### src/rtl/adsr_pkg.sv
package adsr_pkg;

	// field and datapath widths
	localparam int LvlW    = 16;
	localparam int ElapW   = 8;
	localparam int CfgIdxW = 3;
	localparam int TimerW  = 32;
	localparam int AmpW    = 17;
	localparam int DivNW   = 33;
	localparam int DivDW   = 16;
	localparam int MulAW   = 18;
	localparam int MulBW   = 17;
	localparam int MulPW   = MulAW + MulBW;

	typedef logic [2:0]      phase_t;
	typedef logic [AmpW-1:0] amp_t;

	// Q1.16 full scale
	localparam amp_t AmpOne = 17'h10000;

	// envelope phases
	localparam phase_t PH_IDLE    = 3'd0;
	localparam phase_t PH_ATTACK  = 3'd1;
	localparam phase_t PH_DECAY   = 3'd2;
	localparam phase_t PH_SUSTAIN = 3'd3;
	localparam phase_t PH_RELEASE = 3'd4;

	// configuration register indexes
	localparam logic [CfgIdxW-1:0] REG_ATTACK  = 3'd0;
	localparam logic [CfgIdxW-1:0] REG_DECAY   = 3'd1;
	localparam logic [CfgIdxW-1:0] REG_SUSTAIN = 3'd2;
	localparam logic [CfgIdxW-1:0] REG_RELEASE = 3'd3;
	localparam logic [CfgIdxW-1:0] REG_OUT_MIN = 3'd4;
	localparam logic [CfgIdxW-1:0] REG_OUT_MAX = 3'd5;

endpackage

### src/rtl/adsr_div.sv
module adsr_div (
	input  logic                         clk,
	input  logic                         arst_n,
	input  logic                         start,
	input  logic [adsr_pkg::DivNW-1:0]   dividend,
	input  logic [adsr_pkg::DivDW-1:0]   divisor,
	output logic                         done,
	output logic [adsr_pkg::DivNW-1:0]   quotient
);
	import adsr_pkg::*;

	localparam logic [5:0] Steps = 6'(DivNW);

	logic             busy_q;
	logic             done_q;
	logic [5:0]       cnt_q;
	logic [DivDW-1:0] rem_q;
	logic [DivDW-1:0] dsor_q;
	logic [DivNW-1:0] quo_q;

	logic [DivDW:0]   shifted;
	logic [DivDW:0]   trial;
	logic             ge;

	// restoring division, one quotient bit per cycle
	assign shifted = {rem_q, quo_q[DivNW-1]};
	assign trial   = shifted - {1'b0, dsor_q};
	assign ge      = shifted >= {1'b0, dsor_q};

	always_ff @(posedge clk or negedge arst_n) begin
		if (!arst_n) begin
			busy_q <= 1'b0;
			done_q <= 1'b0;
			cnt_q  <= '0;
		end else begin
			done_q <= 1'b0;
			if (start) begin
				busy_q <= 1'b1;
				cnt_q  <= Steps;
			end else if (busy_q) begin
				cnt_q <= cnt_q - 6'd1;
				if (cnt_q == 6'd1) begin
					busy_q <= 1'b0;
					done_q <= 1'b1;
				end
			end
		end
	end

	always_ff @(posedge clk) begin
		if (start) begin
			rem_q  <= '0;
			dsor_q <= divisor;
			quo_q  <= dividend;
		end else if (busy_q) begin
			rem_q <= ge ? trial[DivDW-1:0] : shifted[DivDW-1:0];
			quo_q <= {quo_q[DivNW-2:0], ge};
		end
	end

	assign done     = done_q;
	assign quotient = quo_q;

endmodule

### src/rtl/adsr_mul.sv
module adsr_mul (
	input  logic                         clk,
	input  logic                         arst_n,
	input  logic                         start,
	input  logic [adsr_pkg::MulAW-1:0]   mcand,
	input  logic [adsr_pkg::MulBW-1:0]   mplier,
	output logic                         done,
	output logic [adsr_pkg::MulPW-1:0]   product
);
	import adsr_pkg::*;

	localparam logic [4:0] Steps = 5'(MulBW);

	logic             busy_q;
	logic             done_q;
	logic [4:0]       cnt_q;
	logic [MulAW-1:0] mc_q;
	logic [MulAW-1:0] hi_q;
	logic [MulBW-1:0] lo_q;
	logic [MulAW:0]   sum;

	// signed x unsigned shift-add, one multiplier bit per cycle
	assign sum = {hi_q[MulAW-1], hi_q} + (lo_q[0] ? {mc_q[MulAW-1], mc_q} : '0);

	always_ff @(posedge clk or negedge arst_n) begin
		if (!arst_n) begin
			busy_q <= 1'b0;
			done_q <= 1'b0;
			cnt_q  <= '0;
		end else begin
			done_q <= 1'b0;
			if (start) begin
				busy_q <= 1'b1;
				cnt_q  <= Steps;
			end else if (busy_q) begin
				cnt_q <= cnt_q - 5'd1;
				if (cnt_q == 5'd1) begin
					busy_q <= 1'b0;
					done_q <= 1'b1;
				end
			end
		end
	end

	always_ff @(posedge clk) begin
		if (start) begin
			mc_q <= mcand;
			hi_q <= '0;
			lo_q <= mplier;
		end else if (busy_q) begin
			hi_q <= sum[MulAW:1];
			lo_q <= {sum[0], lo_q[MulBW-1:1]};
		end
	end

	assign done    = done_q;
	assign product = {hi_q, lo_q};

endmodule

### src/rtl/adsr_envelope_generator_unit.sv
// Linear ADSR envelope generator. Each input transaction (gate, elapsed) is one
// control tick and yields exactly one output transaction (level, phase). The
// amplitude is Q1.16 (0 .. 1.0); level = out_min + floor((out_max-out_min)*amp/2^16).
// Arithmetic runs on one shared bit-serial restoring divider and one bit-serial
// multiplier. Every tick does the level multiply, and the divider also runs:
//   when out_min <= sustain_value <= out_max and out_min != out_max (sustain fraction),
//   in release with a nonzero release_time (release step),
//   in attack before the ramp completes,
//   in decay before it completes (a multiply, then a divide).
// A tick also waits while the output register still holds an untaken result.
// One tick is processed at a time; in_ready is high only between ticks, while
// the output register may still hold the previous result. The configuration
// port is always ready; write it only between ticks. Indexes beyond the six
// registers are ignored.
module adsr_envelope_generator_unit (
	input  logic                           clk,
	input  logic                           arst_n,
	input  logic                           cfg_valid,
	output logic                           cfg_ready,
	input  logic [adsr_pkg::CfgIdxW-1:0]   cfg_index,
	input  logic [adsr_pkg::LvlW-1:0]      cfg_data,
	input  logic                           in_valid,
	output logic                           in_ready,
	input  logic                           gate,
	input  logic [adsr_pkg::ElapW-1:0]     elapsed,
	output logic                           out_valid,
	input  logic                           out_ready,
	output logic signed [adsr_pkg::LvlW-1:0] level,
	output adsr_pkg::phase_t               phase
);
	import adsr_pkg::*;

	// sequencer states
	localparam logic [3:0] ST_IDLE   = 4'd0;
	localparam logic [3:0] ST_SUS    = 4'd1;   // start sustain fraction divide
	localparam logic [3:0] ST_SUS_W  = 4'd2;
	localparam logic [3:0] ST_RST    = 4'd3;   // start release step divide
	localparam logic [3:0] ST_RST_W  = 4'd4;
	localparam logic [3:0] ST_AMP    = 4'd5;   // phase decision
	localparam logic [3:0] ST_ATK_W  = 4'd6;
	localparam logic [3:0] ST_DMUL_W = 4'd7;
	localparam logic [3:0] ST_DDIV   = 4'd8;
	localparam logic [3:0] ST_DDIV_W = 4'd9;
	localparam logic [3:0] ST_LVL    = 4'd10;  // start level multiply
	localparam logic [3:0] ST_LVL_W  = 4'd11;
	localparam logic [3:0] ST_OUT    = 4'd12;

	// configuration registers
	logic        [15:0]     attack_q;
	logic        [15:0]     decay_q;
	logic signed [LvlW-1:0] sustain_q;
	logic        [15:0]     release_q;
	logic signed [LvlW-1:0] out_min_q;
	logic signed [LvlW-1:0] out_max_q;

	// envelope state
	logic [3:0]        state_q;
	phase_t            phase_q;
	amp_t              amp_q;
	logic [TimerW-1:0] timer_q;
	logic              tclr_q;        // timer restarts at this tick
	logic              out_valid_q;

	// per-tick working registers
	logic              gate_q;
	logic [ElapW-1:0]  elapsed_q;
	amp_t              sus_q;
	amp_t              rstep_q;
	logic [LvlW-1:0]   lvl_q;
	logic [LvlW-1:0]   level_q;
	phase_t            phase_out_q;

	// shared arithmetic units
	logic              div_start;
	logic [DivNW-1:0]  div_dividend;
	logic [DivDW-1:0]  div_divisor;
	logic              div_done;
	logic [DivNW-1:0]  div_quot;
	logic              mul_start;
	logic [MulAW-1:0]  mul_mcand;
	logic [MulBW-1:0]  mul_mplier;
	logic              mul_done;
	logic [MulPW-1:0]  mul_prod;

	// datapath helpers
	logic              sus_ok;
	logic [LvlW:0]     sus_num;
	logic [LvlW:0]     span;
	logic [17:0]       rst_num;
	logic              rst_need;
	logic              atk_full;
	logic              dec_full;
	amp_t              rel_base;
	amp_t              rel_amp;
	phase_t            ph_nx;
	amp_t              amp_nx;
	logic              clr_nx;
	logic [3:0]        amp_st_nx;
	logic              out_load;
	logic [TimerW-1:0] t_base;
	logic [TimerW:0]   t_sum;

	assign cfg_ready = 1'b1;
	assign in_ready  = (state_q == ST_IDLE);
	assign out_load  = (state_q == ST_OUT) && (!out_valid_q || out_ready);

	// sustain fraction valid only inside a non-empty min..max range
	assign sus_ok   = (sustain_q >= out_min_q) && (sustain_q <= out_max_q) &&
	                  (out_max_q != out_min_q);
	assign sus_num  = {sustain_q[LvlW-1], sustain_q} - {out_min_q[LvlW-1], out_min_q};
	assign span     = {out_max_q[LvlW-1], out_max_q} - {out_min_q[LvlW-1], out_min_q};
	// ceil(sus / release) as floor((sus + release - 1) / release)
	assign rst_num  = {1'b0, sus_q} + {2'b00, release_q} - 18'd1;
	assign rst_need = (phase_q == PH_RELEASE) && (release_q != 16'd0);
	assign atk_full = (attack_q == 16'd0) || (timer_q >= {16'd0, attack_q});
	assign dec_full = (decay_q == 16'd0) || (timer_q >= {16'd0, decay_q});

	assign rel_base = ((amp_q == '0) || (release_q == 16'd0)) ? '0 : amp_q;
	assign rel_amp  = (rel_base > rstep_q) ? rel_base - rstep_q : '0;

	// phase decision, taken on the timer as it stood before this tick
	always_comb begin
		ph_nx     = phase_q;
		amp_nx    = amp_q;
		clr_nx    = 1'b0;
		amp_st_nx = ST_LVL;
		case (phase_q)
			PH_ATTACK: begin
				if (atk_full) begin
					amp_nx = AmpOne;
					ph_nx  = PH_DECAY;
					clr_nx = 1'b1;
				end else begin
					amp_st_nx = ST_ATK_W;
				end
				if (!gate_q) begin
					ph_nx  = PH_RELEASE;
					clr_nx = 1'b1;
				end
			end
			PH_DECAY: begin
				if (!gate_q) begin
					ph_nx  = PH_RELEASE;
					clr_nx = 1'b1;
				end else if (dec_full) begin
					amp_nx = sus_q;
					ph_nx  = PH_SUSTAIN;
					clr_nx = 1'b1;
				end else begin
					amp_st_nx = ST_DMUL_W;
				end
			end
			PH_SUSTAIN: begin
				amp_nx = sus_q;
				if (!gate_q) begin
					ph_nx  = PH_RELEASE;
					clr_nx = 1'b1;
				end
			end
			PH_RELEASE: begin
				if ((amp_q == '0) || (release_q == 16'd0)) begin
					ph_nx  = PH_IDLE;
					clr_nx = 1'b1;
				end
				if (gate_q) begin
					ph_nx  = PH_ATTACK;
					clr_nx = 1'b1;
				end
				amp_nx = rel_amp;
			end
			default: begin
				ph_nx  = PH_IDLE;
				amp_nx = '0;
				if (gate_q) begin
					ph_nx  = PH_ATTACK;
					clr_nx = 1'b1;
				end
			end
		endcase
	end

	// divider operand select
	always_comb begin
		div_start    = 1'b0;
		div_dividend = '0;
		div_divisor  = '0;
		case (state_q)
			ST_SUS: begin
				div_start    = sus_ok;
				div_dividend = {1'b0, sus_num[LvlW-1:0], 16'd0};
				div_divisor  = span[LvlW-1:0];
			end
			ST_RST: begin
				div_start    = rst_need;
				div_dividend = {15'd0, rst_num};
				div_divisor  = release_q;
			end
			ST_AMP: begin
				div_start    = (phase_q == PH_ATTACK) && (amp_st_nx == ST_ATK_W);
				div_dividend = {1'b0, timer_q[15:0], 16'd0};
				div_divisor  = attack_q;
			end
			ST_DDIV: begin
				div_start    = 1'b1;
				div_dividend = mul_prod[DivNW-1:0];
				div_divisor  = decay_q;
			end
			default: begin
				div_start = 1'b0;
			end
		endcase
	end

	// multiplier operand select
	always_comb begin
		mul_start  = 1'b0;
		mul_mcand  = '0;
		mul_mplier = '0;
		case (state_q)
			ST_AMP: begin
				mul_start  = (amp_st_nx == ST_DMUL_W);
				mul_mcand  = {1'b0, AmpOne - sus_q};
				mul_mplier = {1'b0, timer_q[15:0]};
			end
			ST_LVL: begin
				mul_start  = 1'b1;
				mul_mcand  = {span[LvlW], span};
				mul_mplier = amp_q;
			end
			default: begin
				mul_start = 1'b0;
			end
		endcase
	end

	// timer: restart if flagged, then advance by elapsed outside idle, saturating
	assign t_base = tclr_q ? '0 : timer_q;
	assign t_sum  = {1'b0, t_base} + {{(TimerW+1-ElapW){1'b0}}, elapsed_q};

	adsr_div u_div (
		.clk      (clk),
		.arst_n   (arst_n),
		.start    (div_start),
		.dividend (div_dividend),
		.divisor  (div_divisor),
		.done     (div_done),
		.quotient (div_quot)
	);

	adsr_mul u_mul (
		.clk     (clk),
		.arst_n  (arst_n),
		.start   (mul_start),
		.mcand   (mul_mcand),
		.mplier  (mul_mplier),
		.done    (mul_done),
		.product (mul_prod)
	);

	// control and envelope state
	always_ff @(posedge clk or negedge arst_n) begin
		if (!arst_n) begin
			attack_q    <= 16'd0;
			decay_q     <= 16'd0;
			sustain_q   <= 16'sd1;
			release_q   <= 16'd0;
			out_min_q   <= 16'sd0;
			out_max_q   <= 16'sd32767;
			state_q     <= ST_IDLE;
			phase_q     <= PH_IDLE;
			amp_q       <= '0;
			timer_q     <= '0;
			tclr_q      <= 1'b0;
			out_valid_q <= 1'b0;
		end else begin
			if (cfg_valid && cfg_ready) begin
				case (cfg_index)
					REG_ATTACK:  attack_q  <= cfg_data;
					REG_DECAY:   decay_q   <= cfg_data;
					REG_SUSTAIN: sustain_q <= cfg_data;
					REG_RELEASE: release_q <= cfg_data;
					REG_OUT_MIN: out_min_q <= cfg_data;
					REG_OUT_MAX: out_max_q <= cfg_data;
					default: ;
				endcase
			end

			if (out_valid_q && out_ready) begin
				out_valid_q <= 1'b0;
			end

			case (state_q)
				ST_IDLE: begin
					if (in_valid) begin
						tclr_q  <= 1'b0;
						state_q <= ST_SUS;
					end
				end
				ST_SUS:    state_q <= sus_ok ? ST_SUS_W : ST_RST;
				ST_SUS_W:  if (div_done) state_q <= ST_RST;
				ST_RST:    state_q <= rst_need ? ST_RST_W : ST_AMP;
				ST_RST_W:  if (div_done) state_q <= ST_AMP;
				ST_AMP: begin
					phase_q <= ph_nx;
					amp_q   <= amp_nx;
					tclr_q  <= clr_nx;
					state_q <= amp_st_nx;
				end
				ST_ATK_W: begin
					if (div_done) begin
						amp_q   <= div_quot[AmpW-1:0];
						state_q <= ST_LVL;
					end
				end
				ST_DMUL_W: if (mul_done) state_q <= ST_DDIV;
				ST_DDIV:   state_q <= ST_DDIV_W;
				ST_DDIV_W: begin
					if (div_done) begin
						amp_q   <= AmpOne - div_quot[AmpW-1:0];
						state_q <= ST_LVL;
					end
				end
				ST_LVL:    state_q <= ST_LVL_W;
				ST_LVL_W:  if (mul_done) state_q <= ST_OUT;
				ST_OUT: begin
					if (out_load) begin
						out_valid_q <= 1'b1;
						state_q     <= ST_IDLE;
						if (phase_q != PH_IDLE) begin
							timer_q <= t_sum[TimerW] ? '1 : t_sum[TimerW-1:0];
						end else begin
							timer_q <= t_base;
						end
					end
				end
				default: state_q <= ST_IDLE;
			endcase
		end
	end

	// per-tick payload
	always_ff @(posedge clk) begin
		if (in_valid && in_ready) begin
			gate_q    <= gate;
			elapsed_q <= elapsed;
		end
		if (state_q == ST_SUS && !sus_ok) begin
			sus_q <= '0;
		end else if (state_q == ST_SUS_W && div_done) begin
			sus_q <= div_quot[AmpW-1:0];
		end
		if (state_q == ST_RST && !rst_need) begin
			rstep_q <= '0;
		end else if (state_q == ST_RST_W && div_done) begin
			rstep_q <= div_quot[AmpW-1:0];
		end
		// floor of product / 2^16 plus out_min, kept to the output width
		if (state_q == ST_LVL_W && mul_done) begin
			lvl_q <= mul_prod[16 +: LvlW] + out_min_q;
		end
		if (out_load) begin
			level_q     <= lvl_q;
			phase_out_q <= phase_q;
		end
	end

	assign out_valid = out_valid_q;
	assign level     = level_q;
	assign phase     = phase_out_q;

	// only one tick in flight
	a_one_tick: assert property (@(posedge clk) disable iff (!arst_n)
		(in_valid && in_ready) |=> !in_ready)
		else $error("input accepted while a tick is in flight");

	// amplitude never exceeds full scale
	a_amp_range: assert property (@(posedge clk) disable iff (!arst_n)
		amp_q <= AmpOne)
		else $error("amplitude above 1.0");

	// divider results arrive only while the sequencer waits for them
	a_div_wait: assert property (@(posedge clk) disable iff (!arst_n)
		div_done |-> (state_q == ST_SUS_W || state_q == ST_RST_W ||
		              state_q == ST_ATK_W || state_q == ST_DDIV_W))
		else $error("divider finished outside a wait state");

	// a finished tick always lands in the output register
	a_out_load: assert property (@(posedge clk) disable iff (!arst_n)
		out_load |=> (out_valid && state_q == ST_IDLE))
		else $error("result not presented after completion");

endmodule
### config.mk
export PLATFORM = sky130hd
export DESIGN_NAME = adsr_envelope_generator_unit
export DESIGN_NICKNAME = d
export VERILOG_FILES = /design/src/rtl/adsr_pkg.sv /design/src/rtl/adsr_div.sv /design/src/rtl/adsr_mul.sv /design/src/rtl/adsr_envelope_generator_unit.sv
export SDC_FILE = /design/constraint.sdc
export NUM_CORES = 1
export LEC_CHECK = 0
export ABC_AREA = 1
export BUFFER_PORTS_ARGS = -buffer_cell sky130_fd_sc_hd__buf_2
export CAP_MARGIN = 20
export CORE_MARGIN = 3
export CORE_UTILIZATION = 55
export DETAILED_ROUTE_END_ITERATION = 16
export PLACE_DENSITY = 0.71
export SYNTH_ARGS = -nofsm -noshare
export SYNTH_HDL_FRONTEND = slang
export SYNTH_SLANG_ARGS = --single-unit
### constraint.sdc
create_clock -name clk -period 4 [get_ports clk]
set_clock_uncertainty 0.1 [all_clocks]
set_input_delay 0.2 -clock clk [delete_from_list [all_inputs] [get_ports clk]]
set_output_delay 0.2 -clock clk [all_outputs]
set_load 0.01 [all_outputs]
==> impl_metrics.ini, run 1 <==
[synth]
synth-main-ff-cell = dfrtp_1
yosysWarnings = 0
synth-xor-area-share = 0.0256
synth_compound_area_frac = 0.146
synthArstFlopShare = 0.463
syn-cell-area_um2 = 25300
syn_inst = 3466
synth.area.mux_share = 0
avgSynthCellArea_um2 = 7.31
ys_ff_latch = 365
synth_cell_types = 63
synth_edf_count = 128
yosysSeqAreaShare = 0.373
synthAdderAreaFrac = 0.101
synth_top_family_by_area = simple AND/OR/NAND/NOR gates
synth-simple-area-share = 0.259
syn_nets = 3699

[final_layout]
nNetsFinal = 3762
areaGrowthSynthToFinish_pct = 10.4
drive_gt1_frac = 0.0744

[route]
route.antenna.remaining_nets = 0
drc = 0
firstDrtPassIters = 6
wl_per_cell_um = 19.9
vias = 24100
via_per_inst = 5.79
drt-total-wl_mm = 82.9
drt-initial-drc-count = 2666

[power]
total_power_uw = 10900
vdd.ir_drop.worst_mv = 0.361
p_per_area_nw_per_um2 = 388
p_leak_uw = 0.0132

[clock_network]
htree_levels = 2
cts_setup_buffers = 0
cts_tree = built
path_clk_slew_ps = 60
root_buffer = clkbuf_16
clock_latency_ps = 590
cts_made_buffers = 43
cts_buffer_depth = 3
cts_sinks = 365

[sta]
hold_ws_ps = -8.43
fin_crit_sh = 0.935
fmax_ghz = 0.268
setup_tns_ps = 0
rsz0062_at_grt = false
worst_pin_slew_ps = 1100
timing.slew.headroom = 0.264
hold_viol = 1
slew_violations = 0
finalSetupViolCount = 0
period_needed_ps = 3740

[placement]
portBuffers = 53
dp_hpwl_mm = 63.6
gp_congestion = 0.990

[min_path]
holdPathStages = 4
hold_path_class = in -> reg

[outcome]
violations = hold timing
status = finished, violations left

[setup_path]
startpoint_type = flip-flop
crit_type = reg -> reg
worstPathArrival_ps = 4100
critical_path.endpoint_type = flip-flop
ff2ff_path_depth = 18
crit_fanout = 13
required_ps = 4360

[grt]
grt_max_degree = 95
grt.total_usage = 0.341
gr-total-overflow = 0
grt_pass1_vias = 23000
antenna_found_initial = 2
grt_pass1_wl_mm = 128

[floorplan]
fp.dieH_um = 221
core_area_um2 = 45500
row_count = 78
die_w_um = 221
start_util = 0.557
ios = 55
die_area_um2 = 48700

[job]
max-cap-violations = 0
[cells by family (layout without fill, tap and decap cells)]
kind of cell | count (synthesis) | after routing
simple gates | 1556 | 1556
buf+inv | 616 | 713
fa+ha+maj | 200 | 200
xor+xnor | 74 | 74
other cells | 1 | 2
flops | 365 | 365
compound gates | 654 | 654
[final timing paths]
check                      slack [ps]                         end                startpoint
setup / recovery                  260       amp_q[12]$_DFFE_PN0P_  release_q[8]$_DFFE_PN0P_
hold / removal                     -8    release_q[9]$_DFFE_PN0P_              cfg_index[0]
setup reg to reg                  260       amp_q[12]$_DFFE_PN0P_  release_q[8]$_DFFE_PN0P_
hold reg to reg                   330          level[6]$_DFFE_PP_        lvl_q[6]$_DFFE_PP_
max in group asynchronous        2590    out_max_q[6]$_DFFE_PN1P_                    arst_n
min in group asynchronous         150  u_mul.cnt_q[2]$_DFFE_PN0P_                    arst_n
[routing by layer]
layer / track usage / wire, um / up-vias
li1: - / - / 11500
met1: 0.463 / 35700 / 11400
met2: 0.541 / 36400 / 989
met3: 0.0640 / 7110 / 198
met4: 0.132 / 3680 / 0
met5: 0 / 0 / -
[per-stage QoR]
| stage | std cells | util | setup slack (ps) | cell area (um2) | hold slack (ps) |
|---|---|---|---|---|---|
| finish | 4164 | 0.615 | 262 | 28000 | -8.43 |
| global route | 4163 | 0.615 | 17.1 | 28000 | 57.1 |
| CTS | 4162 | 0.614 | 225 | 27900 | 11.2 |
| detailed placement | 4059 | 0.577 | 261 | 26200 | 279 |
| global placement | 4059 | 0.577 | 342 | 26200 | 278 |
| floorplan | 3466 | - | 738 | 25300 | -196 |
[state kept, by name (all words and copies together) (netlist names), 17 cells and up]
name,flops
u_div.quotient,33
timer_q,32
u_mul.lo_q,17
rstep_q,17
sus_q,17
u_mul.mc_q,18
u_mul.hi_q,18
amp_q,17
[layout by cell type (no fill, tap or decap), types with 9 or more instances in the layout]
| cell type | count |
|---|---|
| buf_4 | 29 |
| a21boi_0 | 9 |
| nand2_1 | 922 |
| a211oi_1 | 11 |
| o21ai_0 | 292 |
| o211ai_1 | 24 |
| a21o_1 | 11 |
| or2_2 | 21 |
| inv_1 | 502 |
| clkinv_2 | 11 |
| a21oi_1 | 208 |
| nand3_1 | 195 |
| dfrtp_1 | 153 |
| xor2_1 | 45 |
| xnor2_1 | 29 |
| ha_1 | 192 |
| edfxtp_1 | 128 |
| dfxtp_1 | 68 |
| dfstp_2 | 16 |
| nand2_2 | 14 |
| inv_2 | 17 |
| buf_2 | 52 |
| dlygate4sd3_1 | 24 |
| nand4_1 | 46 |
| a31oi_1 | 9 |
| o22ai_1 | 21 |
| clkbuf_16 | 48 |
| nor2_1 | 264 |
| nor3_1 | 41 |
| o21bai_1 | 9 |
| nor4_1 | 15 |
| a22oi_2 | 10 |
[where the power goes]
| part | internal, uW | switching [uW] |
|---|---|---|
| clock | 2430 | 1680 |
| sequential | 4070 | 217 |
| combinational | 849 | 1620 |
| total | 7350 | 3520 |
[layout make-up]
type | instances | area (um2)
Clock buffer | 59 | 1310
Multi-Input combinational cell | 2485 | 13500
Timing Repair Buffer | 110 | 805
Clock inverter | 20 | 160
Inverter | 524 | 1970
Fill cell | 4205 | 17500
Sequential cell | 365 | 9450
Tap cell | 600 | 751
Antenna cell | 1 | 2.50
[worst max-delay path: stages, from the launching register on]
cell	delay (ps)
dfrtp_1	420
nor4_1	420
nand3_1	300
nand2_1	220
buf_4	230
nor2_1	60
ha_1	340
a21oi_1	250
nand3_1	260
nand2_1	140
nand2_1	80
nand2_1	110
nand2_1	70
nand2_2	240
o21ai_0	130
nand2_1	70
nand2_1	50
nand2_1	50
nand2_1	50
[synthesized netlist by cell type (10+ instances only)]
library cell,n,share of area
nand2_1,923,0.14
inv_1,502,0.074
o21ai_0,292,0.058
nor2_1,266,0.039
a21oi_1,209,0.041
nand3_1,195,0.039
ha_1,192,0.095
dfrtp_1,153,0.15
edfxtp_1,128,0.15
dfxtp_1,68,0.054
clkbuf_1,62,0.0092
nand4_1,46,0.011
xor2_1,45,0.016
nor3_1,41,0.0081
xnor2_1,29,0.010
o211ai_1,24,0.0071
o22ai_1,21,0.0052
or2_2,21,0.0052
inv_2,17,0.0025
buf_2,16,0.0032
dfstp_2,16,0.017
nor4_1,15,0.0037
nand2_2,13,0.0032
a211oi_1,11,0.0033
a21o_1,11,0.0033
a22oi_2,10,0.0049
[what timing repair did]
| action | CTS | global route |
|---|---|---|
| hold buffers | 24 | 0 |
| resized for setup | 0 | 2 |
| endpoints found under the hold margin | 160 | 0 |
| endpoints found under the setup margin | 0 | 16 |
No activity file was read; power rests on OpenSTA's default activity.
==> inputs of run 2 (changes only) <==
--- a/config.mk
+++ b/config.mk
@@ -10,6 +10,7 @@
 export CAP_MARGIN = 20
 export CORE_MARGIN = 3
 export CORE_UTILIZATION = 55
+export CTS_BUF_LIST = sky130_fd_sc_hd__clkbuf_8
 export DETAILED_ROUTE_END_ITERATION = 16
 export PLACE_DENSITY = 0.71
 export SYNTH_ARGS = -nofsm -noshare
==> impl_metrics.ini, run 2 (same netlist as run 1, synthesis figures left out) <==
[route]
firstDrtPassIters = 7
drt-initial-drc-count = 2600
vias = 24200
wl_per_cell_um = 19.7
via_per_inst = 5.76
drt-total-wl_mm = 82.8
drc = 0
route.antenna.remaining_nets = 0

[sta]
setup_tns_ps = 0
finalSetupViolCount = 0
hold_viol = 2
slew_violations = 0
worst_pin_slew_ps = 1060
hold_ws_ps = -40.8
period_needed_ps = 3780
timing.slew.headroom = 0.294
rsz0062_at_grt = false
fmax_ghz = 0.265
fin_crit_sh = 0.944

[grt]
grt.total_usage = 0.343
grt_max_degree = 95
grt_pass1_wl_mm = 128
grt_pass1_vias = 23200
gr-total-overflow = 0
antenna_found_initial = 6

[min_path]
hold_path_end = release_q[9]$_DFFE_PN0P_
holdPathStages = 4
worstHoldStart = cfg_index[1]
hold_path_class = in -> reg

[placement]
portBuffers = 53
gp_congestion = 0.990
dp_hpwl_mm = 63.6
dp.cells = 4059

[setup_path]
r2r_slack_ps = 220
required_ps = 4410
crit_family = simple AND/OR/NAND/NOR gates
crit_type = reg -> reg
cp_cell_sequence = nor4_1, nand3_1, nand2_1, buf_4, nor2_1, ha_1, a21oi_1, nand3_1, nand2_1, nand2_1, nand2_1, nand2_1, nand2_2, o21ai_0, nand2_1, nand2_1, nand2_1, nand2_1
r2r_start = release_q[8]$_DFFE_PN0P_
worst_path_max_delay_cell = nor4_1
ff2ff_path_depth = 18
reg2reg_to = amp_q[8]$_DFFE_PN0P_
critical_path.max_stage_delay_ps = 450
startpoint_type = flip-flop
crit_fanout = 13
path_buf_inv = 1
worstPathArrival_ps = 4180
critical_path.endpoint_type = flip-flop
crit_top_cell = nand2_1

[final_layout]
drive_gt1_frac = 0.0770
largest_register_ffs = 33
nNetsFinal = 3790
final_cell_count_no_fill = 4211
areaGrowthSynthToFinish_pct = 9.78
utilization = 0.612
final_cell_mix = 922 x nand2_1, 534 x inv_1, 292 x o21ai_0
mostFrequentLayoutCell = nand2_1

[clock_network]
cts_setup_buffers = 0
cts_buffer_depth = 3
htree_levels = 3
cts_sinks = 365
root_buffer = clkbuf_8
clock_latency_ps = 650
cts_made_buffers = 66
path_clk_slew_ps = 60
cts_tree = built

[power]
p_per_area_nw_per_um2 = 368
total_power_uw = 10200
p_leak_uw = 0.0133
vdd.ir_drop.worst_mv = 0.328

[floorplan]
die_area_um2 = 48700
fp.dieH_um = 221
start_util = 0.557
ios = 55
core_area_um2 = 45500
die_w_um = 221
row_count = 78

[outcome]
status = finished, violations left
violations = hold timing

[job]
max-cap-violations = 0
run 2: cell types whose count changed in the layout (fill, tap and decap cells not counted), sizes merged:
cell	before	now
dlygate4sd3	24	29
clkbuf	59	78
inv	521	553
clkinv	17	12
bufinv	2	1
diode	1	2
clkinvlp	4	0
run 2: worst register-to-register path: cells and delay by family, from the launching register on:
family	cells	cell delay (ps)
AO/OA/AOI/OAI	2	360
adder cells (fa/ha/maj)	1	340
buffers and inverters	1	240
flip-flops	1	410
AND/OR/NAND/NOR	14	2190
run 2: through the flow:
| step | instance area, um2 | hold slack [ps] | setup WS [ps] |
|---|---|---|---|
| 3_3_place_gp | 26200 | 278 | 342 |
| 3_5_place_dp | 26200 | 279 | 261 |
| 4_1_cts | 27800 | 133 | 223 |
| 6_report | 27800 | -40.8 | 224 |
| 2_1_floorplan | 25300 | -196 | 738 |
| 5_1_grt | 27800 | 19.7 | 33.0 |
run 2: repair_timing:
| item | 4_1_cts | 5_1_grt |
|---|---|---|
| hold buffers | 28 | 1 |
| endpoints found under the setup margin | 0 | 14 |
| hold endpoints to repair | 192 | 1 |
| gates resized for setup | 0 | 2 |
run 2: power breakdown:
part	total, uW	internal [uW]	switching [uW]
sequential	4290	4070	218
clock	3460	1830	1620
combinational	2480	853	1630
total	10200	6760	3470
run 2: layout make-up:
cell class,instances,area [um2]
Antenna cell,2,5.00
Clock buffer,78,1070
Clock inverter,42,195
Fill cell,4272,17700
Inverter,524,1970
Multi-Input combinational cell,2485,13500
Sequential cell,365,9450
Tap cell,600,751
Timing Repair Buffer,115,855
run 2: how the worst max path moves through the flow:
| stage | from | endpoint | depth (start not counted) |
|---|---|---|---|
| finish | release_q[8]$_DFFE_PN0P_ | amp_q[8]$_DFFE_PN0P_ | 18 |
| global route | release_q[8]$_DFFE_PN0P_ | amp_q[13]$_DFFE_PN0P_ | 20 |
| CTS | release_q[8]$_DFFE_PN0P_ | amp_q[12]$_DFFE_PN0P_ | 20 |
| detailed placement | release_q[8]$_DFFE_PN0P_ | amp_q[12]$_DFFE_PN0P_ | 20 |
| global placement | release_q[8]$_DFFE_PN0P_ | amp_q[0]$_DFFE_PN0P_ | 20 |
| floorplan | sustain_q[0]$_DFFE_PN1P_ | u_div.quotient[0]$_DFFE_PP_ | 17 |
run 2: routing by layer:
layer,wire length [um],GRT usage,part of all wire
met3,7850,0.0748,0.095
met1,34800,0.461,0.42
met4,3520,0.141,0.042
met5,12,0,0.00014
met2,36600,0.539,0.44
